===== config.mk =====
export PLATFORM = sky130hd
export DESIGN_NAME = pump_current_anomaly_monitor
export DESIGN_NICKNAME = d
export VERILOG_FILES = /design/src/hdl/pcam_pkg.sv /design/src/hdl/pcam_mul.sv /design/src/hdl/pcam_div.sv /design/src/hdl/pump_current_anomaly_monitor.sv
export SDC_FILE = /design/constraint.sdc
export NUM_CORES = 2
export LEC_CHECK = 0
export ABC_AREA = 1
export BUFFER_PORTS_ARGS = -buffer_cell sky130_fd_sc_hd__buf_2
export CAP_MARGIN = 5
export CORE_UTILIZATION = 30
export DETAILED_ROUTE_END_ITERATION = 12
export HOLD_SLACK_MARGIN = 0.06
export SYNTH_ARGS = -nofsm -noshare
export SYNTH_HDL_FRONTEND = slang
export SYNTH_HIERARCHICAL = 1
export SYNTH_SLANG_ARGS = --single-unit

===== constraint.sdc =====
create_clock -name aclk -period 9.4 [get_ports aclk]
set_input_delay 0.47 -clock aclk [delete_from_list [all_inputs] [get_ports aclk]]
set_output_delay 0.47 -clock aclk [all_outputs]
set_load 0.005 [all_outputs]

===== src/hdl/pcam_pkg.sv =====
// Shared codes, constants and fixed-point helpers of the pump current monitor.
package pcam_pkg;

    localparam logic [1:0] REQ_SAMPLE = 2'd0;
    localparam logic [1:0] REQ_RESET  = 2'd1;
    localparam logic [1:0] REQ_START  = 2'd2;

    localparam logic [2:0] REASON_NONE   = 3'd0;
    localparam logic [2:0] REASON_HIGH   = 3'd1;
    localparam logic [2:0] REASON_LOW    = 3'd2;
    localparam logic [2:0] REASON_DRIFT  = 3'd3;
    localparam logic [2:0] REASON_SPREAD = 3'd4;
    localparam logic [2:0] REASON_NOSPIKE = 3'd5;

    localparam logic [1:0] REG_THRESHOLD = 2'd0;
    localparam logic [1:0] REG_LEARN     = 2'd1;
    localparam logic [1:0] REG_FLOW      = 2'd2;

    localparam logic [15:0] STARTUP_WINDOW_MS = 16'd15000;
    localparam logic [31:0] COOLDOWN_MS       = 32'd300000;
    localparam logic [31:0] ALPHA_FAST        = 32'd6554;
    localparam logic [31:0] ALPHA_SLOW        = 32'd66;
    localparam logic [31:0] MUL_BY_100        = 32'd100;
    localparam logic [31:0] MUL_BY_200        = 32'd200;
    localparam logic [7:0]  DEBOUNCE          = 8'd3;
    localparam logic [3:0]  MIN_RUNS          = 4'd3;
    localparam logic [3:0]  MAX_RUNS          = 4'd10;
    localparam logic [47:0] M2_MAX            = 48'hFFFF_FFFF_FFFF;

    // One EMA step from the product alpha*|x-e|, rounding as the Q16.16 form does.
    function automatic logic [31:0] ema_step(input logic [31:0] e, input logic neg,
                                             input logic [63:0] p);
        logic [47:0] r;
        r = p[47:0] + (neg ? 48'd32767 : 48'd32768);
        ema_step = neg ? e - r[47:16] : e + r[47:16];
    endfunction

    function automatic logic [31:0] absdiff(input logic [31:0] a, input logic [31:0] b);
        absdiff = (a > b) ? a - b : b - a;
    endfunction

endpackage


===== src/hdl/pcam_mul.sv =====
// Bit-serial shift-add multiplier, one multiplier bit per cycle, stops early on zero.
module pcam_mul (
    input  logic        aclk,
    input  logic        aresetn,
    input  logic        start,
    input  logic [31:0] mcand,
    input  logic [31:0] mplier,
    output logic        done,
    output logic [63:0] product
);
    logic        busy_reg, busy_next;
    logic        done_reg, done_next;
    logic [63:0] acc_reg, acc_next;
    logic [63:0] a_reg, a_next;
    logic [31:0] b_reg, b_next;

    always_comb begin
        busy_next = busy_reg;
        done_next = 1'b0;
        acc_next  = acc_reg;
        a_next    = a_reg;
        b_next    = b_reg;
        if (start) begin
            busy_next = 1'b1;
            acc_next  = 64'd0;
            a_next    = {32'd0, mcand};
            b_next    = mplier;
        end else if (busy_reg) begin
            if (b_reg == 32'd0) begin
                busy_next = 1'b0;
                done_next = 1'b1;
            end else begin
                if (b_reg[0]) begin
                    acc_next = acc_reg + a_reg;
                end
                a_next = {a_reg[62:0], 1'b0};
                b_next = {1'b0, b_reg[31:1]};
            end
        end
    end

    always_ff @(posedge aclk) begin
        if (!aresetn) begin
            busy_reg <= 1'b0;
            done_reg <= 1'b0;
        end else begin
            busy_reg <= busy_next;
            done_reg <= done_next;
        end
    end

    always_ff @(posedge aclk) begin
        acc_reg <= acc_next;
        a_reg   <= a_next;
        b_reg   <= b_next;
    end

    assign done    = done_reg;
    assign product = acc_reg;
endmodule


===== src/hdl/pcam_div.sv =====
// Restoring divider, one quotient bit per cycle over a 48-bit dividend.
module pcam_div (
    input  logic        aclk,
    input  logic        aresetn,
    input  logic        start,
    input  logic [47:0] dividend,
    input  logic [16:0] divisor,
    output logic        done,
    output logic [47:0] quotient
);
    logic        busy_reg, busy_next;
    logic        done_reg, done_next;
    logic [5:0]  cnt_reg, cnt_next;
    logic [16:0] rem_reg, rem_next;
    logic [47:0] q_reg, q_next;
    logic [16:0] d_reg, d_next;
    logic [17:0] trial;
    logic        ge;

    always_comb begin
        trial     = {rem_reg, q_reg[47]};
        ge        = trial >= {1'b0, d_reg};
        busy_next = busy_reg;
        done_next = 1'b0;
        cnt_next  = cnt_reg;
        rem_next  = rem_reg;
        q_next    = q_reg;
        d_next    = d_reg;
        if (start) begin
            busy_next = 1'b1;
            cnt_next  = 6'd47;
            rem_next  = 17'd0;
            q_next    = dividend;
            d_next    = divisor;
        end else if (busy_reg) begin
            rem_next = ge ? 17'(trial - {1'b0, d_reg}) : trial[16:0];
            q_next   = {q_reg[46:0], ge};
            if (cnt_reg == 6'd0) begin
                busy_next = 1'b0;
                done_next = 1'b1;
            end else begin
                cnt_next = cnt_reg - 6'd1;
            end
        end
    end

    always_ff @(posedge aclk) begin
        if (!aresetn) begin
            busy_reg <= 1'b0;
            done_reg <= 1'b0;
        end else begin
            busy_reg <= busy_next;
            done_reg <= done_next;
        end
    end

    always_ff @(posedge aclk) begin
        cnt_reg <= cnt_next;
        rem_reg <= rem_next;
        q_reg   <= q_next;
        d_reg   <= d_next;
    end

    assign done     = done_reg;
    assign quotient = q_reg;
endmodule


===== src/hdl/pump_current_anomaly_monitor.sv =====
// Pump current anomaly monitor top level: sequencer, learned state and APB registers.
// One word in, one word out. A pump-start, baseline-reset, unknown or ignored sample
// goes to the output without using the multiplier or divider. A learning or monitored
// sample steps in turn through the shared bit-serial multiplier (one multiplier bit per
// cycle, so short constants finish early) and the restoring divider, and through the
// divider once more when the startup peak is folded into the reference on the same word.
// One word is worked on at a time; a finished result waits in the output register
// while the next word is taken.
// Configuration registers sit at byte addresses 0 (threshold_pct), 4 (learn_count)
// and 8 (flow_sensor_present); no clearing pass is needed after reset.
module pump_current_anomaly_monitor (
    input  logic        aclk,
    input  logic        aresetn,
    input  logic        s_valid,
    output logic        s_ready,
    input  logic [1:0]  s_req_type,
    input  logic [15:0] s_current_ma,
    input  logic        s_current_valid,
    input  logic [15:0] s_run_ms,
    input  logic [31:0] s_now_ms,
    input  logic        s_flow_ok,
    output logic        m_valid,
    input  logic        m_ready,
    output logic        m_anomaly_active,
    output logic [2:0]  m_reason_code,
    output logic        m_reason_new,
    output logic        m_alert_fired,
    output logic        m_baseline_locked,
    output logic [15:0] m_baseline_ma,
    input  logic        psel,
    input  logic        penable,
    input  logic        pwrite,
    input  logic [3:0]  paddr,
    input  logic [31:0] pwdata,
    output logic [31:0] prdata,
    output logic        pready
);
    import pcam_pkg::*;

    typedef enum logic [16:0] {
        ST_IDLE     = 17'h00001,
        ST_DISPATCH = 17'h00002,
        ST_FOLD_DIV = 17'h00004,
        ST_ROUTE    = 17'h00008,
        ST_L_STEADY = 17'h00010,
        ST_L_DRIFT  = 17'h00020,
        ST_L_MEAN   = 17'h00040,
        ST_L_M2     = 17'h00080,
        ST_M_DRIFT  = 17'h00100,
        ST_M_BP     = 17'h00200,
        ST_M_DEV    = 17'h00400,
        ST_M_DD     = 17'h00800,
        ST_M_SPREAD = 17'h01000,
        ST_M_VAR    = 17'h02000,
        ST_M_SQ     = 17'h04000,
        ST_DECIDE   = 17'h08000,
        ST_OUT      = 17'h10000
    } state_t;

    state_t state_reg, state_next;

    // configuration
    logic [6:0]  pct_reg;
    logic [15:0] learn_cfg_reg;
    logic        gate_reg;

    // learned state
    logic        awaiting_reg, awaiting_next;
    logic [31:0] steady_reg, steady_next;
    logic [31:0] drift_reg, drift_next;
    logic [31:0] mean_reg, mean_next;
    logic [47:0] m2_reg, m2_next;
    logic [15:0] lc_reg, lc_next;
    logic        locked_reg, locked_next;
    logic [15:0] run_peak_reg, run_peak_next;
    logic        peak_done_reg, peak_done_next;
    logic        flow_seen_reg, flow_seen_next;
    logic [15:0] ref_peak_reg, ref_peak_next;
    logic [3:0]  ref_runs_reg, ref_runs_next;
    logic [7:0]  streak_reg, streak_next;
    logic [31:0] spread_reg, spread_next;
    logic [31:0] last_alert_reg, last_alert_next;
    logic        flag_reg, flag_next;
    logic        issued_reg, issued_next;

    // captured word and scratch
    logic [1:0]  req_reg, req_next;
    logic [15:0] cur_reg, cur_next;
    logic        cvalid_reg, cvalid_next;
    logic [15:0] run_reg, run_next;
    logic [31:0] now_reg, now_next;
    logic        flow_reg, flow_next;
    logic [2:0]  reason_reg, reason_next;
    logic        alert_reg, alert_next;
    logic [38:0] bp_reg, bp_next;
    logic        over_reg, over_next;
    logic        clr_reg, clr_next;
    logic        drifting_reg, drifting_next;
    logic        spike_reg, spike_next;
    logic [27:0] var_reg, var_next;
    logic [31:0] dmag_reg, dmag_next;

    // output register
    logic        m_valid_reg, m_valid_next;
    logic        o_anom_reg, o_new_reg, o_alert_reg, o_locked_reg;
    logic [2:0]  o_reason_reg;
    logic [15:0] o_base_reg;
    logic        out_load;

    // arithmetic units
    logic        mul_start, mul_done;
    logic [31:0] mul_a, mul_b;
    logic [63:0] mul_p;
    logic        div_start, div_done;
    logic [47:0] div_n, div_q;
    logic [16:0] div_d;

    // combinational helpers
    logic [31:0] x;
    logic [31:0] dev, dd, dx_drift, dx_mean, dx_steady, dsp;
    logic        x_gt_steady, x_lt_drift, x_lt_mean, dev_lt_spread;
    logic        cool_ok;
    logic [19:0] fold_prod;
    logic [4:0]  fold_d;
    logic [20:0] fold_num;
    logic [15:0] lc_inc;
    logic [32:0] bsum;
    logic [32:0] m2_add;
    logic [48:0] m2_sum;
    logic [31:0] mean_q;

    assign x             = {cur_reg, 16'd0};
    assign x_gt_steady   = x > steady_reg;
    assign dx_steady     = absdiff(x, steady_reg);
    assign dev           = dx_steady;
    assign dd            = absdiff(drift_reg, steady_reg);
    assign x_lt_drift    = x < drift_reg;
    assign dx_drift      = absdiff(x, drift_reg);
    assign x_lt_mean     = x < mean_reg;
    assign dx_mean       = absdiff(x, mean_reg);
    assign dev_lt_spread = dev < spread_reg;
    assign dsp           = absdiff(dev, spread_reg);
    assign cool_ok       = (now_reg - last_alert_reg) >= COOLDOWN_MS;
    assign fold_prod     = ref_peak_reg * ref_runs_reg;
    assign fold_d        = {1'b0, ref_runs_reg} + 5'd1;
    assign fold_num      = {1'b0, fold_prod} + {5'd0, run_peak_reg} + {17'd0, fold_d[4:1]};
    assign lc_inc        = (lc_reg != 16'hFFFF) ? lc_reg + 16'd1 : lc_reg;
    assign bsum          = {1'b0, steady_reg} + 33'd32768;
    assign m2_add        = {1'b0, mul_p[63:32]} + {32'd0, mul_p[31]};
    assign m2_sum        = {1'b0, m2_reg} + {16'd0, m2_add};
    assign mean_q        = div_q[31:0];

    pcam_mul u_mul (
        .aclk    (aclk),
        .aresetn (aresetn),
        .start   (mul_start),
        .mcand   (mul_a),
        .mplier  (mul_b),
        .done    (mul_done),
        .product (mul_p)
    );

    pcam_div u_div (
        .aclk     (aclk),
        .aresetn  (aresetn),
        .start    (div_start),
        .dividend (div_n),
        .divisor  (div_d),
        .done     (div_done),
        .quotient (div_q)
    );

    // operand selection per step
    always_comb begin
        mul_a = 32'd0;
        mul_b = 32'd0;
        div_n = 48'd0;
        div_d = 17'd1;
        case (state_reg)
            ST_FOLD_DIV: begin
                div_n = {27'd0, fold_num};
                div_d = {12'd0, fold_d};
            end
            ST_L_STEADY: begin
                mul_a = dx_steady;
                mul_b = ALPHA_FAST;
            end
            ST_L_DRIFT: begin
                mul_a = dx_drift;
                mul_b = ALPHA_FAST;
            end
            ST_L_MEAN: begin
                div_n = {16'd0, dx_mean};
                div_d = {1'b0, lc_reg} + 17'd1;
            end
            ST_L_M2: begin
                mul_a = dx_mean;
                mul_b = dmag_reg;
            end
            ST_M_DRIFT: begin
                mul_a = dx_drift;
                mul_b = ALPHA_SLOW;
            end
            ST_M_BP: begin
                mul_a = steady_reg;
                mul_b = {25'd0, pct_reg};
            end
            ST_M_DEV: begin
                mul_a = dev;
                mul_b = MUL_BY_100;
            end
            ST_M_DD: begin
                mul_a = dd;
                mul_b = MUL_BY_200;
            end
            ST_M_SPREAD: begin
                mul_a = dsp;
                mul_b = ALPHA_FAST;
            end
            ST_M_VAR: begin
                div_n = m2_reg;
                div_d = {1'b0, lc_reg - 16'd1};
            end
            ST_M_SQ: begin
                mul_a = spread_reg;
                mul_b = spread_reg;
            end
            default: begin
                mul_a = 32'd0;
            end
        endcase
    end

    assign out_load = (state_reg == ST_OUT) && (!m_valid_reg || m_ready);

    // sequencer
    always_comb begin
        state_next      = state_reg;
        awaiting_next   = awaiting_reg;
        steady_next     = steady_reg;
        drift_next      = drift_reg;
        mean_next       = mean_reg;
        m2_next         = m2_reg;
        lc_next         = lc_reg;
        locked_next     = locked_reg;
        run_peak_next   = run_peak_reg;
        peak_done_next  = peak_done_reg;
        flow_seen_next  = flow_seen_reg;
        ref_peak_next   = ref_peak_reg;
        ref_runs_next   = ref_runs_reg;
        streak_next     = streak_reg;
        spread_next     = spread_reg;
        last_alert_next = last_alert_reg;
        flag_next       = flag_reg;
        issued_next     = issued_reg;
        req_next        = req_reg;
        cur_next        = cur_reg;
        cvalid_next     = cvalid_reg;
        run_next        = run_reg;
        now_next        = now_reg;
        flow_next       = flow_reg;
        reason_next     = reason_reg;
        alert_next      = alert_reg;
        bp_next         = bp_reg;
        over_next       = over_reg;
        clr_next        = clr_reg;
        drifting_next   = drifting_reg;
        spike_next      = spike_reg;
        var_next        = var_reg;
        dmag_next       = dmag_reg;
        mul_start       = 1'b0;
        div_start       = 1'b0;

        case (state_reg)
            ST_IDLE: begin
                if (s_valid) begin
                    req_next    = s_req_type;
                    cur_next    = s_current_ma;
                    cvalid_next = s_current_valid;
                    run_next    = s_run_ms;
                    now_next    = s_now_ms;
                    flow_next   = s_flow_ok;
                    reason_next = REASON_NONE;
                    alert_next  = 1'b0;
                    state_next  = ST_DISPATCH;
                end
            end
            ST_DISPATCH: begin
                state_next = ST_OUT;
                case (req_reg)
                    REQ_RESET: begin
                        steady_next     = 32'd0;
                        drift_next      = 32'd0;
                        mean_next       = 32'd0;
                        spread_next     = 32'd0;
                        m2_next         = 48'd0;
                        lc_next         = 16'd0;
                        run_peak_next   = 16'd0;
                        ref_peak_next   = 16'd0;
                        ref_runs_next   = 4'd0;
                        streak_next     = 8'd0;
                        last_alert_next = 32'd0;
                        locked_next     = 1'b0;
                        peak_done_next  = 1'b0;
                        flow_seen_next  = 1'b0;
                        flag_next       = 1'b0;
                        awaiting_next   = 1'b1;
                    end
                    REQ_START: begin
                        awaiting_next  = 1'b0;
                        run_peak_next  = 16'd0;
                        peak_done_next = 1'b0;
                        flow_seen_next = 1'b0;
                    end
                    REQ_SAMPLE: begin
                        if (!awaiting_reg && cvalid_reg) begin
                            if (run_reg < STARTUP_WINDOW_MS) begin
                                if (cur_reg > run_peak_reg) begin
                                    run_peak_next = cur_reg;
                                end
                                if (gate_reg && flow_reg) begin
                                    flow_seen_next = 1'b1;
                                end
                            end else if (!peak_done_reg) begin
                                peak_done_next = 1'b1;
                                state_next     = ST_ROUTE;
                                if ((!gate_reg || flow_seen_reg) && run_peak_reg != 16'd0) begin
                                    if (ref_runs_reg == 4'd0 || ref_peak_reg == 16'd0) begin
                                        ref_peak_next = run_peak_reg;
                                        ref_runs_next = 4'd1;
                                    end else begin
                                        if (ref_runs_reg >= MIN_RUNS && !flag_reg &&
                                            {run_peak_reg, 1'b0} < {1'b0, ref_peak_reg}) begin
                                            flag_next   = 1'b1;
                                            reason_next = REASON_NOSPIKE;
                                            if (cool_ok) begin
                                                last_alert_next = now_reg;
                                                alert_next      = 1'b1;
                                            end
                                        end
                                        if (ref_runs_reg < MAX_RUNS) begin
                                            state_next = ST_FOLD_DIV;
                                        end
                                    end
                                end
                            end else begin
                                state_next = ST_ROUTE;
                            end
                        end
                    end
                    default: begin
                        state_next = ST_OUT;
                    end
                endcase
            end
            ST_FOLD_DIV: begin
                if (!issued_reg) begin
                    div_start   = 1'b1;
                    issued_next = 1'b1;
                end else if (div_done) begin
                    issued_next   = 1'b0;
                    ref_peak_next = div_q[15:0];
                    ref_runs_next = fold_d[3:0];
                    state_next    = ST_ROUTE;
                end
            end
            ST_ROUTE: begin
                if (gate_reg && !flow_reg) begin
                    streak_next = 8'd0;
                    state_next  = ST_OUT;
                end else if (locked_reg) begin
                    state_next = ST_M_DRIFT;
                end else if (lc_reg == 16'd0) begin
                    steady_next = x;
                    drift_next  = x;
                    mean_next   = x;
                    m2_next     = 48'd0;
                    lc_next     = lc_inc;
                    if (lc_inc >= learn_cfg_reg) begin
                        locked_next = 1'b1;
                    end
                    state_next = ST_OUT;
                end else begin
                    state_next = ST_L_STEADY;
                end
            end
            ST_L_STEADY: begin
                if (!issued_reg) begin
                    mul_start   = 1'b1;
                    issued_next = 1'b1;
                end else if (mul_done) begin
                    issued_next = 1'b0;
                    steady_next = ema_step(steady_reg, !x_gt_steady, mul_p);
                    state_next  = ST_L_DRIFT;
                end
            end
            ST_L_DRIFT: begin
                if (!issued_reg) begin
                    mul_start   = 1'b1;
                    issued_next = 1'b1;
                end else if (mul_done) begin
                    issued_next = 1'b0;
                    drift_next  = ema_step(drift_reg, x_lt_drift, mul_p);
                    state_next  = ST_L_MEAN;
                end
            end
            ST_L_MEAN: begin
                if (!issued_reg) begin
                    div_start   = 1'b1;
                    issued_next = 1'b1;
                end else if (div_done) begin
                    issued_next = 1'b0;
                    dmag_next   = dx_mean;
                    mean_next   = x_lt_mean ? mean_reg - mean_q : mean_reg + mean_q;
                    state_next  = ST_L_M2;
                end
            end
            ST_L_M2: begin
                if (!issued_reg) begin
                    mul_start   = 1'b1;
                    issued_next = 1'b1;
                end else if (mul_done) begin
                    issued_next = 1'b0;
                    m2_next     = m2_sum[48] ? M2_MAX : m2_sum[47:0];
                    lc_next     = lc_inc;
                    if (lc_inc >= learn_cfg_reg) begin
                        locked_next = 1'b1;
                    end
                    state_next = ST_OUT;
                end
            end
            ST_M_DRIFT: begin
                if (!issued_reg) begin
                    mul_start   = 1'b1;
                    issued_next = 1'b1;
                end else if (mul_done) begin
                    issued_next = 1'b0;
                    drift_next  = ema_step(drift_reg, x_lt_drift, mul_p);
                    // zero baseline: only the drift average moves
                    state_next  = (steady_reg == 32'd0) ? ST_OUT : ST_M_BP;
                end
            end
            ST_M_BP: begin
                if (!issued_reg) begin
                    mul_start   = 1'b1;
                    issued_next = 1'b1;
                end else if (mul_done) begin
                    issued_next = 1'b0;
                    bp_next     = mul_p[38:0];
                    state_next  = ST_M_DEV;
                end
            end
            ST_M_DEV: begin
                if (!issued_reg) begin
                    mul_start   = 1'b1;
                    issued_next = 1'b1;
                end else if (mul_done) begin
                    issued_next = 1'b0;
                    over_next   = mul_p[40:0] > {2'd0, bp_reg};
                    clr_next    = {mul_p[39:0], 1'b0} <= {2'd0, bp_reg};
                    state_next  = ST_M_DD;
                end
            end
            ST_M_DD: begin
                if (!issued_reg) begin
                    mul_start   = 1'b1;
                    issued_next = 1'b1;
                end else if (mul_done) begin
                    issued_next   = 1'b0;
                    drifting_next = mul_p[40:0] > {2'd0, bp_reg};
                    state_next    = ST_M_SPREAD;
                end
            end
            ST_M_SPREAD: begin
                if (!issued_reg) begin
                    mul_start   = 1'b1;
                    issued_next = 1'b1;
                end else if (mul_done) begin
                    issued_next = 1'b0;
                    spread_next = ema_step(spread_reg, dev_lt_spread, mul_p);
                    spike_next  = 1'b0;
                    state_next  = (lc_reg > 16'd1) ? ST_M_VAR : ST_DECIDE;
                end
            end
            ST_M_VAR: begin
                if (!issued_reg) begin
                    div_start   = 1'b1;
                    issued_next = 1'b1;
                end else if (div_done) begin
                    issued_next = 1'b0;
                    var_next    = div_q[27:0];
                    // zero or huge variance: no spread test
                    if (div_q != 48'd0 && div_q[47:28] == 20'd0) begin
                        state_next = ST_M_SQ;
                    end else begin
                        state_next = ST_DECIDE;
                    end
                end
            end
            ST_M_SQ: begin
                if (!issued_reg) begin
                    mul_start   = 1'b1;
                    issued_next = 1'b1;
                end else if (mul_done) begin
                    issued_next = 1'b0;
                    spike_next  = mul_p > {var_reg, 36'd0};
                    state_next  = ST_DECIDE;
                end
            end
            ST_DECIDE: begin
                if (over_reg) begin
                    streak_next = (streak_reg != 8'hFF) ? streak_reg + 8'd1 : streak_reg;
                    if (streak_next >= DEBOUNCE && !flag_next) begin
                        flag_next   = 1'b1;
                        reason_next = x_gt_steady ? REASON_HIGH : REASON_LOW;
                        if (cool_ok) begin
                            last_alert_next = now_reg;
                            alert_next      = 1'b1;
                        end
                    end
                end else begin
                    streak_next = 8'd0;
                end
                if (drifting_reg && !flag_next) begin
                    flag_next   = 1'b1;
                    reason_next = REASON_DRIFT;
                    if (cool_ok) begin
                        last_alert_next = now_reg;
                        alert_next      = 1'b1;
                    end
                end
                if (spike_reg && !flag_next) begin
                    flag_next   = 1'b1;
                    reason_next = REASON_SPREAD;
                    if (cool_ok) begin
                        last_alert_next = now_reg;
                        alert_next      = 1'b1;
                    end
                end
                // hysteresis clear inside half the band
                if (clr_reg && !drifting_reg && !spike_reg) begin
                    flag_next = 1'b0;
                end
                state_next = ST_OUT;
            end
            ST_OUT: begin
                if (out_load) begin
                    state_next = ST_IDLE;
                end
            end
            default: begin
                state_next = ST_IDLE;
            end
        endcase
    end

    always_comb begin
        m_valid_next = m_valid_reg;
        if (out_load) begin
            m_valid_next = 1'b1;
        end else if (m_ready) begin
            m_valid_next = 1'b0;
        end
    end

    always_ff @(posedge aclk) begin
        if (!aresetn) begin
            state_reg      <= ST_IDLE;
            issued_reg     <= 1'b0;
            m_valid_reg    <= 1'b0;
            pct_reg        <= 7'd20;
            learn_cfg_reg  <= 16'd100;
            gate_reg       <= 1'b0;
            awaiting_reg   <= 1'b1;
            steady_reg     <= 32'd0;
            drift_reg      <= 32'd0;
            mean_reg       <= 32'd0;
            m2_reg         <= 48'd0;
            lc_reg         <= 16'd0;
            locked_reg     <= 1'b0;
            run_peak_reg   <= 16'd0;
            peak_done_reg  <= 1'b0;
            flow_seen_reg  <= 1'b0;
            ref_peak_reg   <= 16'd0;
            ref_runs_reg   <= 4'd0;
            streak_reg     <= 8'd0;
            spread_reg     <= 32'd0;
            last_alert_reg <= 32'd0;
            flag_reg       <= 1'b0;
        end else begin
            state_reg      <= state_next;
            issued_reg     <= issued_next;
            m_valid_reg    <= m_valid_next;
            awaiting_reg   <= awaiting_next;
            steady_reg     <= steady_next;
            drift_reg      <= drift_next;
            mean_reg       <= mean_next;
            m2_reg         <= m2_next;
            lc_reg         <= lc_next;
            locked_reg     <= locked_next;
            run_peak_reg   <= run_peak_next;
            peak_done_reg  <= peak_done_next;
            flow_seen_reg  <= flow_seen_next;
            ref_peak_reg   <= ref_peak_next;
            ref_runs_reg   <= ref_runs_next;
            streak_reg     <= streak_next;
            spread_reg     <= spread_next;
            last_alert_reg <= last_alert_next;
            flag_reg       <= flag_next;
            if (psel && penable && pwrite) begin
                case (paddr[3:2])
                    REG_THRESHOLD: pct_reg       <= pwdata[6:0];
                    REG_LEARN:     learn_cfg_reg <= pwdata[15:0];
                    REG_FLOW:      gate_reg      <= pwdata[0];
                    default:       gate_reg      <= gate_reg;
                endcase
            end
        end
    end

    always_ff @(posedge aclk) begin
        req_reg      <= req_next;
        cur_reg      <= cur_next;
        cvalid_reg   <= cvalid_next;
        run_reg      <= run_next;
        now_reg      <= now_next;
        flow_reg     <= flow_next;
        reason_reg   <= reason_next;
        alert_reg    <= alert_next;
        bp_reg       <= bp_next;
        over_reg     <= over_next;
        clr_reg      <= clr_next;
        drifting_reg <= drifting_next;
        spike_reg    <= spike_next;
        var_reg      <= var_next;
        dmag_reg     <= dmag_next;
        if (out_load) begin
            o_anom_reg   <= flag_reg;
            o_reason_reg <= reason_reg;
            o_new_reg    <= reason_reg != REASON_NONE;
            o_alert_reg  <= alert_reg;
            o_locked_reg <= locked_reg;
            o_base_reg   <= bsum[32] ? 16'hFFFF : bsum[31:16];
        end
    end

    always_comb begin
        case (paddr[3:2])
            REG_THRESHOLD: prdata = {25'd0, pct_reg};
            REG_LEARN:     prdata = {16'd0, learn_cfg_reg};
            REG_FLOW:      prdata = {31'd0, gate_reg};
            default:       prdata = 32'd0;
        endcase
    end

    assign pready            = 1'b1;
    assign s_ready           = (state_reg == ST_IDLE);
    assign m_valid           = m_valid_reg;
    assign m_anomaly_active  = o_anom_reg;
    assign m_reason_code     = o_reason_reg;
    assign m_reason_new      = o_new_reg;
    assign m_alert_fired     = o_alert_reg;
    assign m_baseline_locked = o_locked_reg;
    assign m_baseline_ma     = o_base_reg;
endmodule


### Yosys cells after proc, flatten, opt, wreduce, memory -nomap -nowiden

Index checks and enable logic that the tools add are counted.

* register bits: 766
* bits in latches: 0
* memory bits (writable): 0
* bits in read-only memories: 0
* input bits: 111
* output and inout bits: 58
* logic and storage cells: 515
* memories: 0

* $add $sub $neg: 35
* multipliers: 1
* divide/modulo/power cells: 0
* order comparisons: 21
* equal/unequal tests: 80
* shift operators: 0
* muxes and demuxes: 225
* bitwise gates (word level): 5
* reductions and logical operators: 93

Operator list (count)
* 32-bit two-way mux: 40
* 17-bit two-way mux: 35
* 32-bit subtractor: 15
* 32-bit one-hot mux with 7 select lines: 2
* 48-bit two-way mux: 9
* 16-bit two-way mux: 22
* 17-bit one-hot mux with 17 select lines: 1
* 32-bit one-hot mux with 3 select lines: 3
* 48-bit one-hot mux with 3 select lines: 2
* 32-bit one-hot mux with 2 select lines: 3
* 32-bit > comparator: 5
* 48-bit by 16-bit adder with 48-bit output: 3
* 32-bit adder: 4
* 32-bit less-than comparator: 3
* 16-bit one-hot mux with 2 select lines: 3
* 16-bit one-hot mux with 3 select lines: 2
* 64-bit adder: 1
* 64-bit > comparator: 1
* 32-bit logical NOT: 2
* 2-bit != test (second input constant): 32
* 1-bit two-way mux: 62
* 17-bit one-hot mux with 3 select lines: 1
* 48-bit by 33-bit adder with 49-bit output: 1
* 48-bit nonzero test: 1
* 83 further kinds: 207

### Depth between registers and ports, before layout

* depth after elaboration: 16
* gate-level depth with buffers: 68
* mapped depth without buffers: 65

### Modules after synthesis

Netlist, hierarchy kept.

By module, submodules not included
* pump_current_anomaly_monitor: times used 1, cells an instance 9331, area an instance 60475.5 sq um, sequential area each 12181.7 sq um
* pcam_mul: times used 1, cells an instance 2021, area an instance 12059.1 sq um, sequential area each 3883.7 sq um
* pcam_div: times used 1, cells an instance 610, area an instance 4906.0 sq um, sequential area each 2452.4 sq um

### Worst setup path before layout

Ideal clock, no wire load.

* kind: reg-to-reg
* from: register steady_reg[21]
* to: register spread_reg[25]
* arrival time: 8710 ps
* required time: 9268 ps
* slack: 558 ps
* cell stages (with the launch flop): 59
* clock period less this slack: 8842 ps
* cells stage by stage: dfxtp_1 inv_1 ha_1 buf_2 nand2_1 nand2_1 a21oi_2 nand2_1 nand2_1 nand2_1 nand2_2 buf_6 clkbuf_1 buf_1 nand2_1 nand2_1 inv_1 ha_1 [... 23 more ...] nor2_4 nand2_2 nand2_1 xor2_1 ha_1 nand2_1 nor2_1 nand4_1 o21ai_0 inv_1 o21ai_0 nand2_1 nand2_1 nand2_1 nand2_1 a21boi_0 o21ai_0 a21oi_1

* longest elaborated chain between the ends: 10

RTL lines
* start: declaration: line pump_current_anomaly_monitor.sv:69 `logic [31:0] steady_reg, steady_next;`
* start signal: assignment: line pump_current_anomaly_monitor.sv:595 `steady_reg <= steady_next;`
* 32-bit subtractor / 32-bit > comparator (equally long branches): line pcam_pkg.sv:39 `absdiff = (a > b) ? a - b : b - a;`
* 32-bit two-way mux (*): line pcam_pkg.sv:39
* 32-bit less-than comparator (*): line pump_current_anomaly_monitor.sv:141 `assign dev_lt_spread = dev < spread_reg;`
* 16-bit two-way mux: line pcam_pkg.sv:34 `r = p[47:0] + (neg ? 48'd32767 : 48'd32768);`
* 48-bit by 16-bit adder with 48-bit output: line pcam_pkg.sv:34
* 32-bit adder / 32-bit subtractor (equally long branches): line pcam_pkg.sv:35 `ema_step = neg ? e - r[47:16] : e + r[47:16];`
* 32-bit two-way mux (*): line pcam_pkg.sv:35
* 32-bit two-way mux (*): line pump_current_anomaly_monitor.sv:478 `end else if (mul_done) begin`
* 32-bit two-way mux (*): line pump_current_anomaly_monitor.sv:475 `if (!issued_reg) begin`
* 32-bit one-hot mux with 2 select lines (*): line pump_current_anomaly_monitor.sv:274 `case (state_reg)`
* end signal: assignment: line pump_current_anomaly_monitor.sv:607 `spread_reg <= spread_next;`
* end: declaration: line pump_current_anomaly_monitor.sv:81 `logic [31:0] spread_reg, spread_next;`

Every way passes the cells marked *; elsewhere a longest branch is shown, timed or not. The select of a mux whose other input is x is not followed.
A chain may end at the register's enable or synchronous reset.

### Final worst setup path

* from: register cur_reg[5]
* to: register spread_reg[31]

* longest elaborated chain between the ends: 10

RTL lines
* start: declaration: line pump_current_anomaly_monitor.sv:88 `logic [15:0] cur_reg, cur_next;`
* start signal: assignment: line pump_current_anomaly_monitor.sv:623 `cur_reg <= cur_next;`
* 32-bit subtractor / 32-bit > comparator (equally long branches): line pcam_pkg.sv:39
* 32-bit two-way mux (*): line pcam_pkg.sv:39
* 32-bit less-than comparator (*): line pump_current_anomaly_monitor.sv:141
* 16-bit two-way mux: line pcam_pkg.sv:34
* 48-bit by 16-bit adder with 48-bit output: line pcam_pkg.sv:34
* 32-bit adder / 32-bit subtractor (equally long branches): line pcam_pkg.sv:35
* 32-bit two-way mux (*): line pcam_pkg.sv:35
* 32-bit two-way mux (*): line pump_current_anomaly_monitor.sv:478
* 32-bit two-way mux (*): line pump_current_anomaly_monitor.sv:475
* 32-bit one-hot mux with 2 select lines (*): line pump_current_anomaly_monitor.sv:274

Marks and branches as above.

==> results.ini <==
[timing]
fin_ws_ps = 416
post-route-period-util_pct = 95.6
fmax_mhz = 111
worst_slew_pin_slew_ps = 1500
slew_headroom_pct = -0.743
setup_violations = 0
fin_skew_ps = 80.1
hold_viol = 0
drv_slew = 1
post-route-min-period_ps = 8980

[clocking]
cts.sink_count = 763
cts_tree = yes
cts.path.max_buffers = 3
cts.htree.levels = 3
cts_root_buf = clkbuf_16
clkLatencyLatePin_ps = 790
numCtsBuffers = 94
clk_pin_slew_ps = 60

[synthesis]
synth_cell_types = 97
ys_top_cells_by_area = nand2_1 (15%), edfxtp_1 (13%), ha_1 (12%)
synthTopCellsByCount = nand2_1 (3,171), inv_1 (1,824), a21oi_1 (1,116)
synth_async_sr_flop_share_pct = 0
yosysSeqAreaShare_pct = 23.9
synthCells = 12000
yosys_register_bits = 763
yosys.cell_count.top_type = nand2_1
ys_warn_count = 6
synth_flop_cell = dfxtp_1
yosysTopAreaCellShare_pct = 15.4
postSynthAreaPerCell_um2 = 6.47
netlist_area_um2 = 77400
synth_edf_count = 324
yosys.area.top_type = nand2_1

[setup_path]
critPathCaptureType = flop
timing.critical_path.mode_cell = nand2_1
worstSetupPathType = reg2reg
cp_data_required_time_ps = 9980
crit_slowest_cell = xor2_1
r2r_slack_ps = 420
crit_buf_inv = 14
cp_max_fo = 11
slowest_delay_ps = 470
start_kind = flop
crit_family = simple AND/OR/NAND/NOR gates
arrival_ps = 9560

[drt]
avgViaCountPerCell = 5.26
drtPass1Iterations = 7
drcViolationCount = 0
finalWirelength_mm = 368
initialDrtViolationCount = 9537
num_vias = 84200
wl_per_cell_um = 22.9
drtAntennaViolNets = 0

[final_layout]
nets = 13500
stdcell_count = 16000
num-fill-cells = 28200
seq_area_um2 = 18500
multi_input_area_um2 = 51100
fin_util_pct = 35.0
area_delta_synth_final_pct = 16.1
drive_gt1_share_pct = 9.86

[power]
power_switching_mw = 12.6
cellLeakagePower_nw = 43.5
combinationalPowerShare_pct = 64.2
power.share.sequential_pct = 19.5
design_power_total_mw = 23.9
switching_share_pct = 52.5
p_clk_share_pct = 16.3
vdd_drop_max_mv = 0.164
p_int_mw = 11.4
powerDensity_nw_per_um2 = 266

[placement]
pre_cts_slack_ps = 296
gp_congestion = 1.12
dp.cells = 15700
port_buffers = 130
place_hpwl_mm = 299

[run_status]
status = finished, violations left
violations = max-capacitance violations, max-slew violations

[floorplan]
core_area_um2 = 257000
rows = 186
dieWidth_um = 510
io-pin-count = 169
dieHeight_um = 510
initial_core_util_pct = 30.2
design.die.area_um2 = 260000

[global_route]
antenna_found_initial = 20
grt_pass1_vias = 76400
grt_pass1_wl_mm = 523
grt_max_degree = 85
track_usage_pct = 27.3
gr-total-overflow = 0

[min_path]
hold_class = in2reg

[run]
drv_cap = 1

[worst reg2reg max path: cells and delay by family, from the launching register on]
family | cells | cell delay, ps
compound gates | 8 | 1200
xor+xnor | 2 | 620
simple gates | 34 | 3400
flops | 1 | 450
buf+inv | 14 | 1660
fa+ha+maj | 5 | 1490
[layer usage]
layer,vias to the layer above,GRT usage (%),wire length [um]
met2,3765,41.3,154000
li1,40600,-,-
met4,20,16.1,24900
met1,39100,36.3,155000
met3,777,4.85,34000
met5,-,0,132
[final cells by class]
class | count | share of cell area [%]
multi-input combinational | 9042 | 56.8
sequential | 763 | 20.6
inverter | 1870 | 7.83
timing repair buffer | 779 | 6.44
tap | 3384 | 4.71
clock buffer | 116 | 2.83
clock inverter | 62 | 0.782
antenna | 6 | 0.0167
[cells in the final DEF, fill, tap and decap left out, types with 96 or more instances in the layout]
cell,count
ha_1,730
inv_1,1814
o21ai_0,659
buf_2,129
nor3_1,172
a21oi_1,1106
buf_4,562
nand2_1,3161
xor2_1,244
nand4_1,140
nand3_1,606
clkbuf_16,96
nor2_1,988
edfxtp_1,324
dfxtp_1,439
[power by group through the flow]
stage	registers, mW	logic (mW)	clock network, mW
floorplan	4.54	8.91	0
global placement	4.72	14.6	0
detailed placement	4.72	14.6	0
CTS	4.66	14.7	3.96
global route	4.70	16.6	4.08
finish	4.67	15.3	3.90
[metrics by stage]
| step | setup TNS (ps) | hold WS (ps) | instance area, um^2 |
|---|---|---|---|
| after floorplan | 0 | 417 | 77500 |
| after global placement | 0 | 439 | 85200 |
| after detailed placement | 0 | 447 | 85200 |
| after CTS | 0 | 80.3 | 89300 |
| after global routing | -41.1 | 113 | 89900 |
| final | 0 | 114 | 89900 |
[path summary, 6_finish.rpt]
path                   startpoint        endpoint  cells past startpoint
setup / recovery       cur_reg[5]  spread_reg[31]                     63
hold / removal    s_current_ma[2]      cur_reg[2]                      1
hold reg to reg     flow_seen_reg   flow_seen_reg                      2
setup reg to reg       cur_reg[5]  spread_reg[31]                     63
[kinds of logic after synthesis]
family / after synthesis / share of synthesized area (%)
multiplexers: 3 / 0.0388
flip-flops: 763 / 23.9
XOR/XNOR: 342 / 3.92
adder cells (fa/ha/maj): 807 / 13.7
buffers and inverters: 2172 / 10.9
AND/OR/NAND/NOR: 5450 / 29.9
AO/OA/AOI/OAI: 2423 / 17.7
other: 2 / 0.00970
[timing repair]
item                                    in CTS  in global routing
endpoints found under the hold margin       91                  0
endpoints found under the setup margin       0                 22
resized for setup                            0                 88
setup buffers                                0                 18
hold buffers                                83                  0
Power figures use the tool's default switching activity.
